$ cat src/hdl/slcd_pkg.sv
// ----------------------------------------------------------------------------
// slcd_pkg
// Shared types and constants of the serial TFT panel init and fill controller.
// ----------------------------------------------------------------------------
package slcd_pkg;

    localparam int COORD_BITS_DEF = 10;

    localparam logic [15:0] TPM_RESET      = 16'd1000;
    localparam logic [15:0] LAST_COL_RESET = 16'd79;
    localparam logic [15:0] LAST_ROW_RESET = 16'd159;

    // panel commands
    localparam logic [7:0] CMD_SLEEP_OUT = 8'h11;
    localparam logic [7:0] CMD_DISP_ON   = 8'h29;
    localparam logic [7:0] CMD_COLUMN    = 8'h2A;
    localparam logic [7:0] CMD_ROW       = 8'h2B;
    localparam logic [7:0] CMD_MEM_WRITE = 8'h2C;

    // wait lengths in milliseconds
    localparam logic [7:0] MS_SHORT = 8'd10;
    localparam logic [7:0] MS_LONG  = 8'd120;

    // register indexes on the config port
    localparam logic [1:0] REG_TPM      = 2'd0;
    localparam logic [1:0] REG_LAST_COL = 2'd1;
    localparam logic [1:0] REG_LAST_ROW = 2'd2;

    typedef enum logic [11:0] {
        ST_RST_HIGH1 = 12'b0000_0000_0001,
        ST_RST_LOW   = 12'b0000_0000_0010,
        ST_RST_HIGH2 = 12'b0000_0000_0100,
        ST_SLEEP_OUT = 12'b0000_0000_1000,
        ST_WAIT_WAKE = 12'b0000_0001_0000,
        ST_DISP_ON   = 12'b0000_0010_0000,
        ST_WAIT_DISP = 12'b0000_0100_0000,
        ST_COLUMN    = 12'b0000_1000_0000,
        ST_ROW       = 12'b0001_0000_0000,
        ST_MEM_WRITE = 12'b0010_0000_0000,
        ST_PIXELS    = 12'b0100_0000_0000,
        ST_IDLE      = 12'b1000_0000_0000
    } t_step;

    // one tick request
    typedef struct packed {
        logic        start_fill;
        logic [15:0] fill_color;
    } t_tick;

    // pin levels and flags of one tick
    typedef struct packed {
        logic serial_clock;
        logic serial_data;
        logic chip_select_n;
        logic data_select;
        logic panel_reset_n;
        logic busy;
        logic ready;
    } t_pins;

endpackage

$ cat src/hdl/slcd_front.sv
// ----------------------------------------------------------------------------
// slcd_front
// Input side: takes tick requests and holds them in a two-entry queue.
// ----------------------------------------------------------------------------
module slcd_front
    import slcd_pkg::*;
(
    input  logic        i_clk,
    input  logic        i_rst_n,
    input  logic        i_in_valid,
    output logic        o_in_stall,
    input  logic        i_start_fill,
    input  logic [15:0] i_fill_color,
    output logic        o_q_valid,
    output t_tick       o_q_tick,
    input  logic        i_q_pop
);

    t_tick      r_mem [2];
    logic       r_wptr, n_wptr;
    logic       r_rptr, n_rptr;
    logic [1:0] r_count, n_count;
    logic       push;

    assign o_in_stall = (r_count == 2'd2);
    assign push       = i_in_valid && !o_in_stall;
    assign o_q_valid  = (r_count != 2'd0);
    assign o_q_tick   = r_mem[r_rptr];

    always_comb begin
        n_wptr  = push ? ~r_wptr : r_wptr;
        n_rptr  = i_q_pop ? ~r_rptr : r_rptr;
        n_count = r_count + 2'(push) - 2'(i_q_pop);
    end

    always_ff @(posedge i_clk) begin
        if (!i_rst_n) begin
            r_wptr  <= 1'b0;
            r_rptr  <= 1'b0;
            r_count <= 2'd0;
        end else begin
            r_wptr  <= n_wptr;
            r_rptr  <= n_rptr;
            r_count <= n_count;
        end
    end

    always_ff @(posedge i_clk) begin
        if (push) begin
            r_mem[r_wptr] <= '{start_fill: i_start_fill, fill_color: i_fill_color};
        end
    end

endmodule

$ cat src/hdl/slcd_seq.sv
// ----------------------------------------------------------------------------
// slcd_seq
// Back side: pin-level sequencer for power-up and fills, with output register.
// ----------------------------------------------------------------------------
module slcd_seq
    import slcd_pkg::*;
#(
    parameter int COORD_BITS = COORD_BITS_DEF
) (
    input  logic                  i_clk,
    input  logic                  i_rst_n,
    input  logic [15:0]           i_ticks_per_ms,
    input  logic [COORD_BITS-1:0] i_last_column,
    input  logic [COORD_BITS-1:0] i_last_row,
    input  logic                  i_q_valid,
    input  t_tick                 i_q_tick,
    output logic                  o_q_pop,
    output logic                  o_out_valid,
    input  logic                  i_out_stall,
    output t_pins                 o_pins
);

    localparam int CW1    = COORD_BITS + 1;
    localparam int PROD_W = 2 * CW1;
    localparam int PIX_W  = 2 * COORD_BITS;

    t_step             r_step, n_step;
    logic [6:0]        r_ms, n_ms;
    logic [15:0]       r_tick, n_tick;
    logic [7:0]        r_shift, n_shift;
    logic [2:0]        r_bit, n_bit;
    logic              r_phase, n_phase;
    logic [2:0]        r_widx, n_widx;
    logic [PIX_W-1:0]  r_pix, n_pix;
    logic              r_half, n_half;
    logic [15:0]       r_color, n_color;
    logic              r_init, n_init;
    logic [PIX_W-1:0]  r_last_pix;
    logic              r_out_valid;
    t_pins             r_out;

    logic              go;
    logic              shifting;
    t_pins             pins;
    logic [CW1-1:0]    col_n, row_n;
    logic [PROD_W-1:0] prod;
    logic [15:0]       coord16;
    logic [2:0]        widx_inc;
    logic [7:0]        win_byte;
    logic [7:0]        ms_limit;
    logic              tick_wrap, ms_wrap;

    assign go      = i_q_valid && (!r_out_valid || !i_out_stall);
    assign o_q_pop = go;

    assign o_out_valid = r_out_valid;
    assign o_pins      = r_out;

    // last pixel index follows the window; registered so the multiply stands alone
    assign col_n = CW1'(i_last_column) + CW1'(1);
    assign row_n = CW1'(i_last_row) + CW1'(1);
    assign prod  = PROD_W'(col_n) * PROD_W'(row_n);

    always_ff @(posedge i_clk) begin
        r_last_pix <= PIX_W'(prod - PROD_W'(1));
    end

    assign shifting = (r_step == ST_SLEEP_OUT) || (r_step == ST_DISP_ON) ||
                      (r_step == ST_COLUMN) || (r_step == ST_ROW) ||
                      (r_step == ST_MEM_WRITE) || (r_step == ST_PIXELS);

    // window byte following the current one: cmd 00 00 hi lo
    assign coord16  = (r_step == ST_COLUMN) ? 16'(i_last_column) : 16'(i_last_row);
    assign widx_inc = r_widx + 3'd1;
    always_comb begin
        if (widx_inc == 3'd3) begin
            win_byte = coord16[15:8];
        end else if (widx_inc == 3'd4) begin
            win_byte = coord16[7:0];
        end else begin
            win_byte = 8'd0;
        end
    end

    assign ms_limit  = ((r_step == ST_RST_HIGH2) || (r_step == ST_WAIT_WAKE)) ? MS_LONG
                                                                                 : MS_SHORT;
    assign tick_wrap = ({1'b0, r_tick} + 17'd1) >= {1'b0, i_ticks_per_ms};
    assign ms_wrap   = ({1'b0, r_ms} + 8'd1) >= ms_limit;

    always_comb begin
        pins.serial_clock  = 1'b1;
        pins.serial_data   = 1'b0;
        pins.chip_select_n = 1'b1;
        pins.data_select   = 1'b0;
        if (shifting) begin
            pins.serial_clock  = r_phase;
            pins.serial_data   = r_shift[r_bit];
            pins.chip_select_n = 1'b0;
            pins.data_select   = (r_step == ST_PIXELS) ||
                                 (((r_step == ST_COLUMN) || (r_step == ST_ROW)) &&
                                  (r_widx != 3'd0));
        end
        pins.panel_reset_n = (r_step != ST_RST_LOW);
        pins.busy          = (r_step != ST_IDLE);
        pins.ready         = r_init;
    end

    always_comb begin
        n_step  = r_step;
        n_ms    = r_ms;
        n_tick  = r_tick;
        n_shift = r_shift;
        n_bit   = r_bit;
        n_phase = r_phase;
        n_widx  = r_widx;
        n_pix   = r_pix;
        n_half  = r_half;
        n_color = r_color;
        n_init  = r_init;
        if (shifting) begin
            if (!r_phase) begin
                n_phase = 1'b1;
            end else begin
                n_phase = 1'b0;
                if (r_bit != 3'd0) begin
                    n_bit = r_bit - 3'd1;
                end else begin
                    n_bit = 3'd7;
                    // last bit of the byte is out
                    unique case (r_step)
                        ST_SLEEP_OUT: n_step = ST_WAIT_WAKE;
                        ST_DISP_ON:   n_step = ST_WAIT_DISP;
                        ST_COLUMN, ST_ROW: begin
                            if (r_widx < 3'd4) begin
                                n_widx  = widx_inc;
                                n_shift = win_byte;
                            end else begin
                                n_widx = 3'd0;
                                if (r_step == ST_COLUMN) begin
                                    n_step  = ST_ROW;
                                    n_shift = CMD_ROW;
                                end else begin
                                    n_step  = ST_MEM_WRITE;
                                    n_shift = CMD_MEM_WRITE;
                                end
                            end
                        end
                        ST_MEM_WRITE: begin
                            if (r_init) begin
                                n_step  = ST_PIXELS;
                                n_pix   = '0;
                                n_half  = 1'b0;
                                n_shift = r_color[15:8];
                            end else begin
                                n_init = 1'b1;
                                n_step = ST_IDLE;
                            end
                        end
                        default: begin
                            if (!r_half) begin
                                n_half  = 1'b1;
                                n_shift = r_color[7:0];
                            end else begin
                                n_half = 1'b0;
                                if (r_pix >= r_last_pix) begin
                                    n_step = ST_IDLE;
                                end else begin
                                    n_pix   = r_pix + PIX_W'(1);
                                    n_shift = r_color[15:8];
                                end
                            end
                        end
                    endcase
                end
            end
        end else if (r_step == ST_IDLE) begin
            if (i_q_tick.start_fill) begin
                n_color = i_q_tick.fill_color;
                n_step  = ST_COLUMN;
                n_widx  = 3'd0;
                n_shift = CMD_COLUMN;
                n_bit   = 3'd7;
                n_phase = 1'b0;
            end
        end else begin
            // millisecond waits
            if (tick_wrap) begin
                n_tick = 16'd0;
                n_ms   = ms_wrap ? 7'd0 : r_ms + 7'd1;
            end else begin
                n_tick = r_tick + 16'd1;
            end
            if (tick_wrap && ms_wrap) begin
                n_bit   = 3'd7;
                n_phase = 1'b0;
                unique case (r_step)
                    ST_RST_HIGH1: n_step = ST_RST_LOW;
                    ST_RST_LOW:   n_step = ST_RST_HIGH2;
                    ST_RST_HIGH2: begin
                        n_step  = ST_SLEEP_OUT;
                        n_shift = CMD_SLEEP_OUT;
                    end
                    ST_WAIT_WAKE: begin
                        n_step  = ST_DISP_ON;
                        n_shift = CMD_DISP_ON;
                    end
                    default: begin
                        n_step  = ST_COLUMN;
                        n_widx  = 3'd0;
                        n_shift = CMD_COLUMN;
                    end
                endcase
            end
        end
    end

    always_ff @(posedge i_clk) begin
        if (!i_rst_n) begin
            r_step      <= ST_RST_HIGH1;
            r_ms        <= 7'd0;
            r_tick      <= 16'd0;
            r_shift     <= 8'd0;
            r_bit       <= 3'd7;
            r_phase     <= 1'b0;
            r_widx      <= 3'd0;
            r_pix       <= '0;
            r_half      <= 1'b0;
            r_color     <= 16'd0;
            r_init      <= 1'b0;
            r_out_valid <= 1'b0;
        end else begin
            if (go) begin
                r_step  <= n_step;
                r_ms    <= n_ms;
                r_tick  <= n_tick;
                r_shift <= n_shift;
                r_bit   <= n_bit;
                r_phase <= n_phase;
                r_widx  <= n_widx;
                r_pix   <= n_pix;
                r_half  <= n_half;
                r_color <= n_color;
                r_init  <= n_init;
            end
            if (go) begin
                r_out_valid <= 1'b1;
            end else if (!i_out_stall) begin
                r_out_valid <= 1'b0;
            end
        end
    end

    always_ff @(posedge i_clk) begin
        if (go) begin
            r_out <= pins;
        end
    end

endmodule

$ cat src/hdl/spi_lcd_init_and_fill_controller.sv
// a tick request is held in the request queue, then its pin levels in the output register
// throughput: one tick request per cycle while the output is not stalled, set by the sequencer update
// a two-entry request queue and one output register part the two channels
// reset: synchronous, active low; sequencer restarts the panel power-up sequence
// config registers return to 1000 ticks/ms, last column 79, last row 159
// ----------------------------------------------------------------------------
// spi_lcd_init_and_fill_controller
// Tick-driven power-up and window fill driver for a 4-wire serial TFT panel.
// ----------------------------------------------------------------------------
module spi_lcd_init_and_fill_controller
    import slcd_pkg::*;
#(
    parameter int COORD_BITS = COORD_BITS_DEF
) (
    input  logic        i_clk,
    input  logic        i_rst_n,
    input  logic        psel,
    input  logic        penable,
    input  logic        pwrite,
    input  logic [3:0]  paddr,
    input  logic [31:0] pwdata,
    output logic [31:0] prdata,
    output logic        pready,
    input  logic        i_in_valid,
    output logic        o_in_stall,
    input  logic        i_start_fill,
    input  logic [15:0] i_fill_color,
    output logic        o_out_valid,
    input  logic        i_out_stall,
    output logic        o_serial_clock,
    output logic        o_serial_data,
    output logic        o_chip_select_n,
    output logic        o_data_select,
    output logic        o_panel_reset_n,
    output logic        o_busy_res,
    output logic        o_ready_res
);

    logic [15:0]           r_tpm;
    logic [COORD_BITS-1:0] r_last_col;
    logic [COORD_BITS-1:0] r_last_row;
    logic                  cfg_wr;
    logic                  q_valid;
    logic                  q_pop;
    t_tick                 q_tick;
    t_pins                 pins;

    assign pready = 1'b1;
    assign cfg_wr = psel && penable && pwrite && pready;

    always_ff @(posedge i_clk) begin
        if (!i_rst_n) begin
            r_tpm      <= TPM_RESET;
            r_last_col <= COORD_BITS'(LAST_COL_RESET);
            r_last_row <= COORD_BITS'(LAST_ROW_RESET);
        end else if (cfg_wr) begin
            unique case (paddr[3:2])
                REG_TPM:      r_tpm      <= pwdata[15:0];
                REG_LAST_COL: r_last_col <= pwdata[COORD_BITS-1:0];
                REG_LAST_ROW: r_last_row <= pwdata[COORD_BITS-1:0];
                default: ;
            endcase
        end
    end

    always_comb begin
        unique case (paddr[3:2])
            REG_TPM:      prdata = 32'(r_tpm);
            REG_LAST_COL: prdata = 32'(r_last_col);
            REG_LAST_ROW: prdata = 32'(r_last_row);
            default:      prdata = 32'd0;
        endcase
    end

    slcd_front u_front (
        .i_clk        (i_clk),
        .i_rst_n      (i_rst_n),
        .i_in_valid   (i_in_valid),
        .o_in_stall   (o_in_stall),
        .i_start_fill (i_start_fill),
        .i_fill_color (i_fill_color),
        .o_q_valid    (q_valid),
        .o_q_tick     (q_tick),
        .i_q_pop      (q_pop)
    );

    slcd_seq #(
        .COORD_BITS (COORD_BITS)
    ) u_seq (
        .i_clk          (i_clk),
        .i_rst_n        (i_rst_n),
        .i_ticks_per_ms (r_tpm),
        .i_last_column  (r_last_col),
        .i_last_row     (r_last_row),
        .i_q_valid      (q_valid),
        .i_q_tick       (q_tick),
        .o_q_pop        (q_pop),
        .o_out_valid    (o_out_valid),
        .i_out_stall    (i_out_stall),
        .o_pins         (pins)
    );

    assign o_serial_clock  = pins.serial_clock;
    assign o_serial_data   = pins.serial_data;
    assign o_chip_select_n = pins.chip_select_n;
    assign o_data_select   = pins.data_select;
    assign o_panel_reset_n = pins.panel_reset_n;
    assign o_busy_res      = pins.busy;
    assign o_ready_res     = pins.ready;

endmodule

$ cat config.mk
export PLATFORM = sky130hd
export DESIGN_NAME = spi_lcd_init_and_fill_controller
export DESIGN_NICKNAME = d
export VERILOG_FILES = /design/src/hdl/slcd_pkg.sv /design/src/hdl/slcd_front.sv /design/src/hdl/slcd_seq.sv /design/src/hdl/spi_lcd_init_and_fill_controller.sv
export SDC_FILE = /design/constraint.sdc
export NUM_CORES = 1
export LEC_CHECK = 0
export ABC_AREA = 1
export BUFFER_PORTS_ARGS = -buffer_cell sky130_fd_sc_hd__buf_4
export CORE_UTILIZATION = 35
export DETAILED_ROUTE_END_ITERATION = 8
export HOLD_SLACK_MARGIN = 0.06
export SLEW_MARGIN = 10
export SYNTH_ARGS = -nofsm -noshare
export SYNTH_HDL_FRONTEND = slang
export SYNTH_SLANG_ARGS = --single-unit
$ cat constraint.sdc
create_clock -name i_clk -period 16.42 [get_ports i_clk]
set_clock_uncertainty 0.15 [all_clocks]
set_input_delay 1.642 -clock i_clk [delete_from_list [all_inputs] [get_ports i_clk]]
set_output_delay 1.642 -clock i_clk [all_outputs]
set_load 0.01 [all_outputs]
==> impl_metrics.sql <==
INSERT INTO impl_metrics (metric_group, metric, value, unit) VALUES
('power_and_ir_drop', 'vdd_drop_max', '72.5', 'µV'),
('clocking', 'ctsLongestPathBuffers', '2', ''),
('min_path', 'hold_depth', '1', ''),
('power_and_ir_drop', 'power.density_cell_area', '86.5', 'nW/µm²'),
('synthesis', 'synth.ff_latch_count', '191', ''),
('grt', 'wire_length_of_the_first_global_routing_pass', '58300', 'µm'),
('clocking', 'cts.htree.levels', '4', ''),
('cells_and_area', 'most-common-layout-cells', 'nand2_1 (446), inv_1 (301), nor2_1 (195)', ''),
('grt', 'antenna_found_initial', '0', ''),
('routing', 'dr.first_iter.drc_count', '695', ''),
('routing', 'detail-route-antenna-nets', '0', ''),
('floorplanning', 'core-area', '39700', 'µm²'),
('timing', 'maxSlewViolCount', '0', ''),
('clocking', 'clkSlewWorstSetupHoldPaths', '0.08', 'ns'),
('timing', 'fin_crit_sh', '45.2', '%'),
('timing', 'worstMarginPinSlew', '1.13', 'ns'),
('routing', 'wl', '35200', 'µm'),
('setup_path', 'startpoint_type', 'flop', ''),
('clocking', 'numCtsBuffers', '17', ''),
('grt', 'gr-total-overflow', '0', ''),
('setup_path', 'crit_path_max_fanout', '10', ''),
('clocking', 'post_cts.resized_instances', '0', ''),
('synthesis', 'synthDistinctLibCells', '54', ''),
('routing', 'remaining_drc_errors', '0', ''),
('routing', 'vias', '11800', ''),
('run', 'maxCapViolCount', '0', ''),
('synthesis', 'synth.cell_area', '14100', 'µm²'),
('timing', 'unrepaired_setup_endpoints_after_global_routing', 'no', ''),
('cells_and_area', 'drive_gt1_share', '7.39', '%'),
('setup_path', 'worstReg2RegEnd', 'u_seq.r_last_pix[19]', ''),
('clocking', 'clock_insertion_delay_worst_skew', '0.44', 'ns'),
('synthesis', 'postSynthCellCount', '1863', ''),
('min_path', 'min-delay-path-class', 'flop to flop', ''),
('setup_path', 'critPathKind', 'flop to flop', ''),
('setup_path', 'timing.reg2reg.setup_slack', '9.00', 'ns'),
('clocking', 'cts_setup_buffers', '0', ''),
('synthesis', 'yosys_warnings', '0', ''),
('clocking', 'cts_tree', 'built', ''),
('floorplanning', 'ios', '102', ''),
('power_and_ir_drop', 'leakagePower', '7.32', 'nW'),
('setup_path', 'arrival', '7.56', 'ns'),
('grt', 'grt_max_degree', '91', ''),
('routing', 'detail_route.first_pass.iterations', '5', ''),
('cells_and_area', 'layout_commonest_cell', 'nand2_1', ''),
('timing', 'setup-violations-final', '0', ''),
('place', 'buffer_ports.inserted', '66', ''),
('timing', 'hold_viol', '0', ''),
('floorplanning', 'initial_core_util', '35.5', '%'),
('cells_and_area', 'antennaDiodeCount', '0', ''),
('grt', 'grt.total_usage', '17.6', '%'),
('place', 'final_weighted_congestion_of_routability_driven_global_placement', '0.902', ''),
('grt', 'first_global_vias', '11600', ''),
('setup_path', 'reg2reg_from', 'r_last_col[0]', ''),
('synthesis', 'syn-mean-instance-area', '7.58', 'µm²'),
('floorplanning', 'horiz_die_dim', '203', 'µm'),
('clocking', 'cts_hold_buffers', '0', ''),
('synthesis', 'yosysSeqAreaShare', '30.0', '%'),
('setup_path', 'worst-r2r-cell-count', '24', ''),
('clocking', 'cts_root_buf', 'clkbuf_16', ''),
('timing', 'timing.slew.headroom', '24.7', '%'),
('floorplanning', 'die_area', '41100', 'µm²'),
('setup_path', 'crit_required', '16.56', 'ns'),
('routing', 'wl_per_cell', '14.4', 'µm'),
('cells_and_area', 'final_core_util', '39.3', '%'),
('floorplanning', 'placement_rows', '73', ''),
('setup_path', 'critical_path.endpoint_type', 'flop', ''),
('place', 'detailedPlacementHpwl', '27400', 'µm'),
('floorplanning', 'die_h', '203', 'µm'),
('status', 'outcome', 'complete, no violations', ''),
('cells_and_area', 'design.final.nets', '2161', ''),
('timing', 'max_freq', '135', 'MHz'),
('routing', 'routed_via_density', '4.83', ''),
('clocking', 'clkSinkCount', '191', ''),
('min_path', 'start_point_of_the_worst_hold_path', 'u_front.r_rptr', ''),
('cells_and_area', 'area_growth', '10.6', '%'),
('min_path', 'min_to', 'u_front.r_rptr', ''),
('timing', 'tns', '0', 'ns'),
('timing', 'layout_min_cycle_time', '7.42', 'ns');
-- through the flow --
stage               std cells  worst slack, ns  power [mW]  hold slack [ns]  cell area (µm²)
detailed placement       2414             8.96       0.943            0.303            15000
finish                   2446             9.00        1.35            0.317            15600
floorplan                1878            10.50       0.833            0.276            14200
CTS                      2446             8.97        1.37            0.313            15600
global placement         2414             9.10       0.937            0.285            15000
global route             2446             8.53        1.45            0.341            15600
-- Yosys cell counts, drive strengths merged --
library cell	n	area share, %
o21bai	3	0.16
inv	310	8.2
ha	105	9.3
xor2	42	2.6
o21ai	86	3.0
o31ai	2	0.11
clkinv	8	0.22
o21a	4	0.21
nand3	56	2.1
or3	1	0.044
nand2	456	12
buf	33	1.7
a21oi	114	4.1
conb	2	0.053
nand3b	2	0.11
mux2i	1	0.071
a31o	1	0.062
dfxtp	150	21
or2	3	0.13
a21boi	1	0.053
o211a	1	0.071
a41oi	1	0.062
o211ai	22	1.2
o221ai	11	0.68
a31oi	16	0.71
nor3	25	1.1
clkbuf	27	0.72
edfxtp	41	8.7
fa	88	12
nor4	7	0.42
a21o	4	0.21
nor2	203	5.7
xnor2	12	0.74
and3	3	0.13
nand4	21	0.98
a211oi	1	0.053
-- worst max-delay path by stage --
stage | start | to | slack (ns) | cells past startpoint
2_1_floorplan | r_last_col[0] | u_seq.r_last_pix[19] | 10.50 | 26
3_3_place_gp | r_last_col[0] | u_seq.r_last_pix[19] | 9.10 | 25
3_5_place_dp | r_last_col[0] | u_seq.r_last_pix[19] | 8.96 | 25
4_1_cts | r_last_col[0] | u_seq.r_last_pix[19] | 8.97 | 25
5_1_grt | r_last_col[0] | u_seq.r_last_pix[19] | 8.53 | 24
6_report | r_last_col[0] | u_seq.r_last_pix[19] | 9.00 | 24
-- cells by family after synthesis --
logic type	after synthesis	synth area share (%)
simple gates	777	23.1
buf+inv	378	10.9
compound gates	267	10.7
fa+ha+maj	193	21.8
flops	191	30.0
xor+xnor	54	3.35
other cells	2	0.0532
mux	1	0.0709
-- area by class of cell --
cell class | instances | area (µm²)
Sequential cell | 191 | 4230
Timing Repair Buffer | 71 | 533
Clock inverter | 14 | 166
Fill cell | 4133 | 24100
Clock buffer | 18 | 429
Multi-Input combinational cell | 1309 | 8400
Tap cell | 525 | 657
Inverter | 318 | 1190
-- registers in the layout, summed over array words and instances (netlist names), named ones only --
| signal | cells |
|---|---|
| u_seq.r_half | 1 |
| r_tpm | 16 |
| u_front.r_mem | 34 |
| u_seq.r_widx | 3 |
| u_seq.r_ms | 7 |
| u_seq.r_bit | 3 |
| u_seq.o_out_valid | 1 |
| r_last_col | 10 |
| u_seq.r_tick | 16 |
| u_seq.r_color | 16 |
| u_seq.r_last_pix | 20 |
| u_front.r_count | 2 |
| u_seq.o_pins | 7 |
| u_seq.r_init | 1 |
| u_front.r_rptr | 1 |
| u_front.r_wptr | 1 |
| u_seq.r_pix | 20 |
| u_seq.r_phase | 1 |
| u_seq.r_shift | 8 |
| u_seq.r_step | 12 |
| r_last_row | 10 |
-- worst max-delay path, stage by stage, from the launching register on --
cell and delay (ns):
dfxtp_1 0.58, inv_1 0.31, nor3_1 0.26, inv_1 0.10, nor2_1 0.22, nand3_1 0.13
xor2_1 0.89, nand2_1 0.16, fa_1 0.50, fa_1 0.53, inv_1 0.05, fa_1 0.47
fa_1 0.55, inv_1 0.05, fa_1 0.53, inv_1 0.04, ha_1 0.38, nand2_1 0.09
nor2_1 0.21, nand2_1 0.08, o21ai_0 0.42, a31o_2 0.28, a21oi_1 0.09, nand3_1 0.08
nand2_1 0.13
-- layer usage --
metal,routed length (µm),track usage (%)
met1,16200,23.0
met2,17000,30.6
met3,1330,1.81
met4,586,4.73
met5,0,0
-- report_power, final --
part,switching [mW],internal (mW)
registers,0.0215,0.527
logic,0.249,0.133
clock network,0.202,0.219
Power figures use the tool's default switching activity.
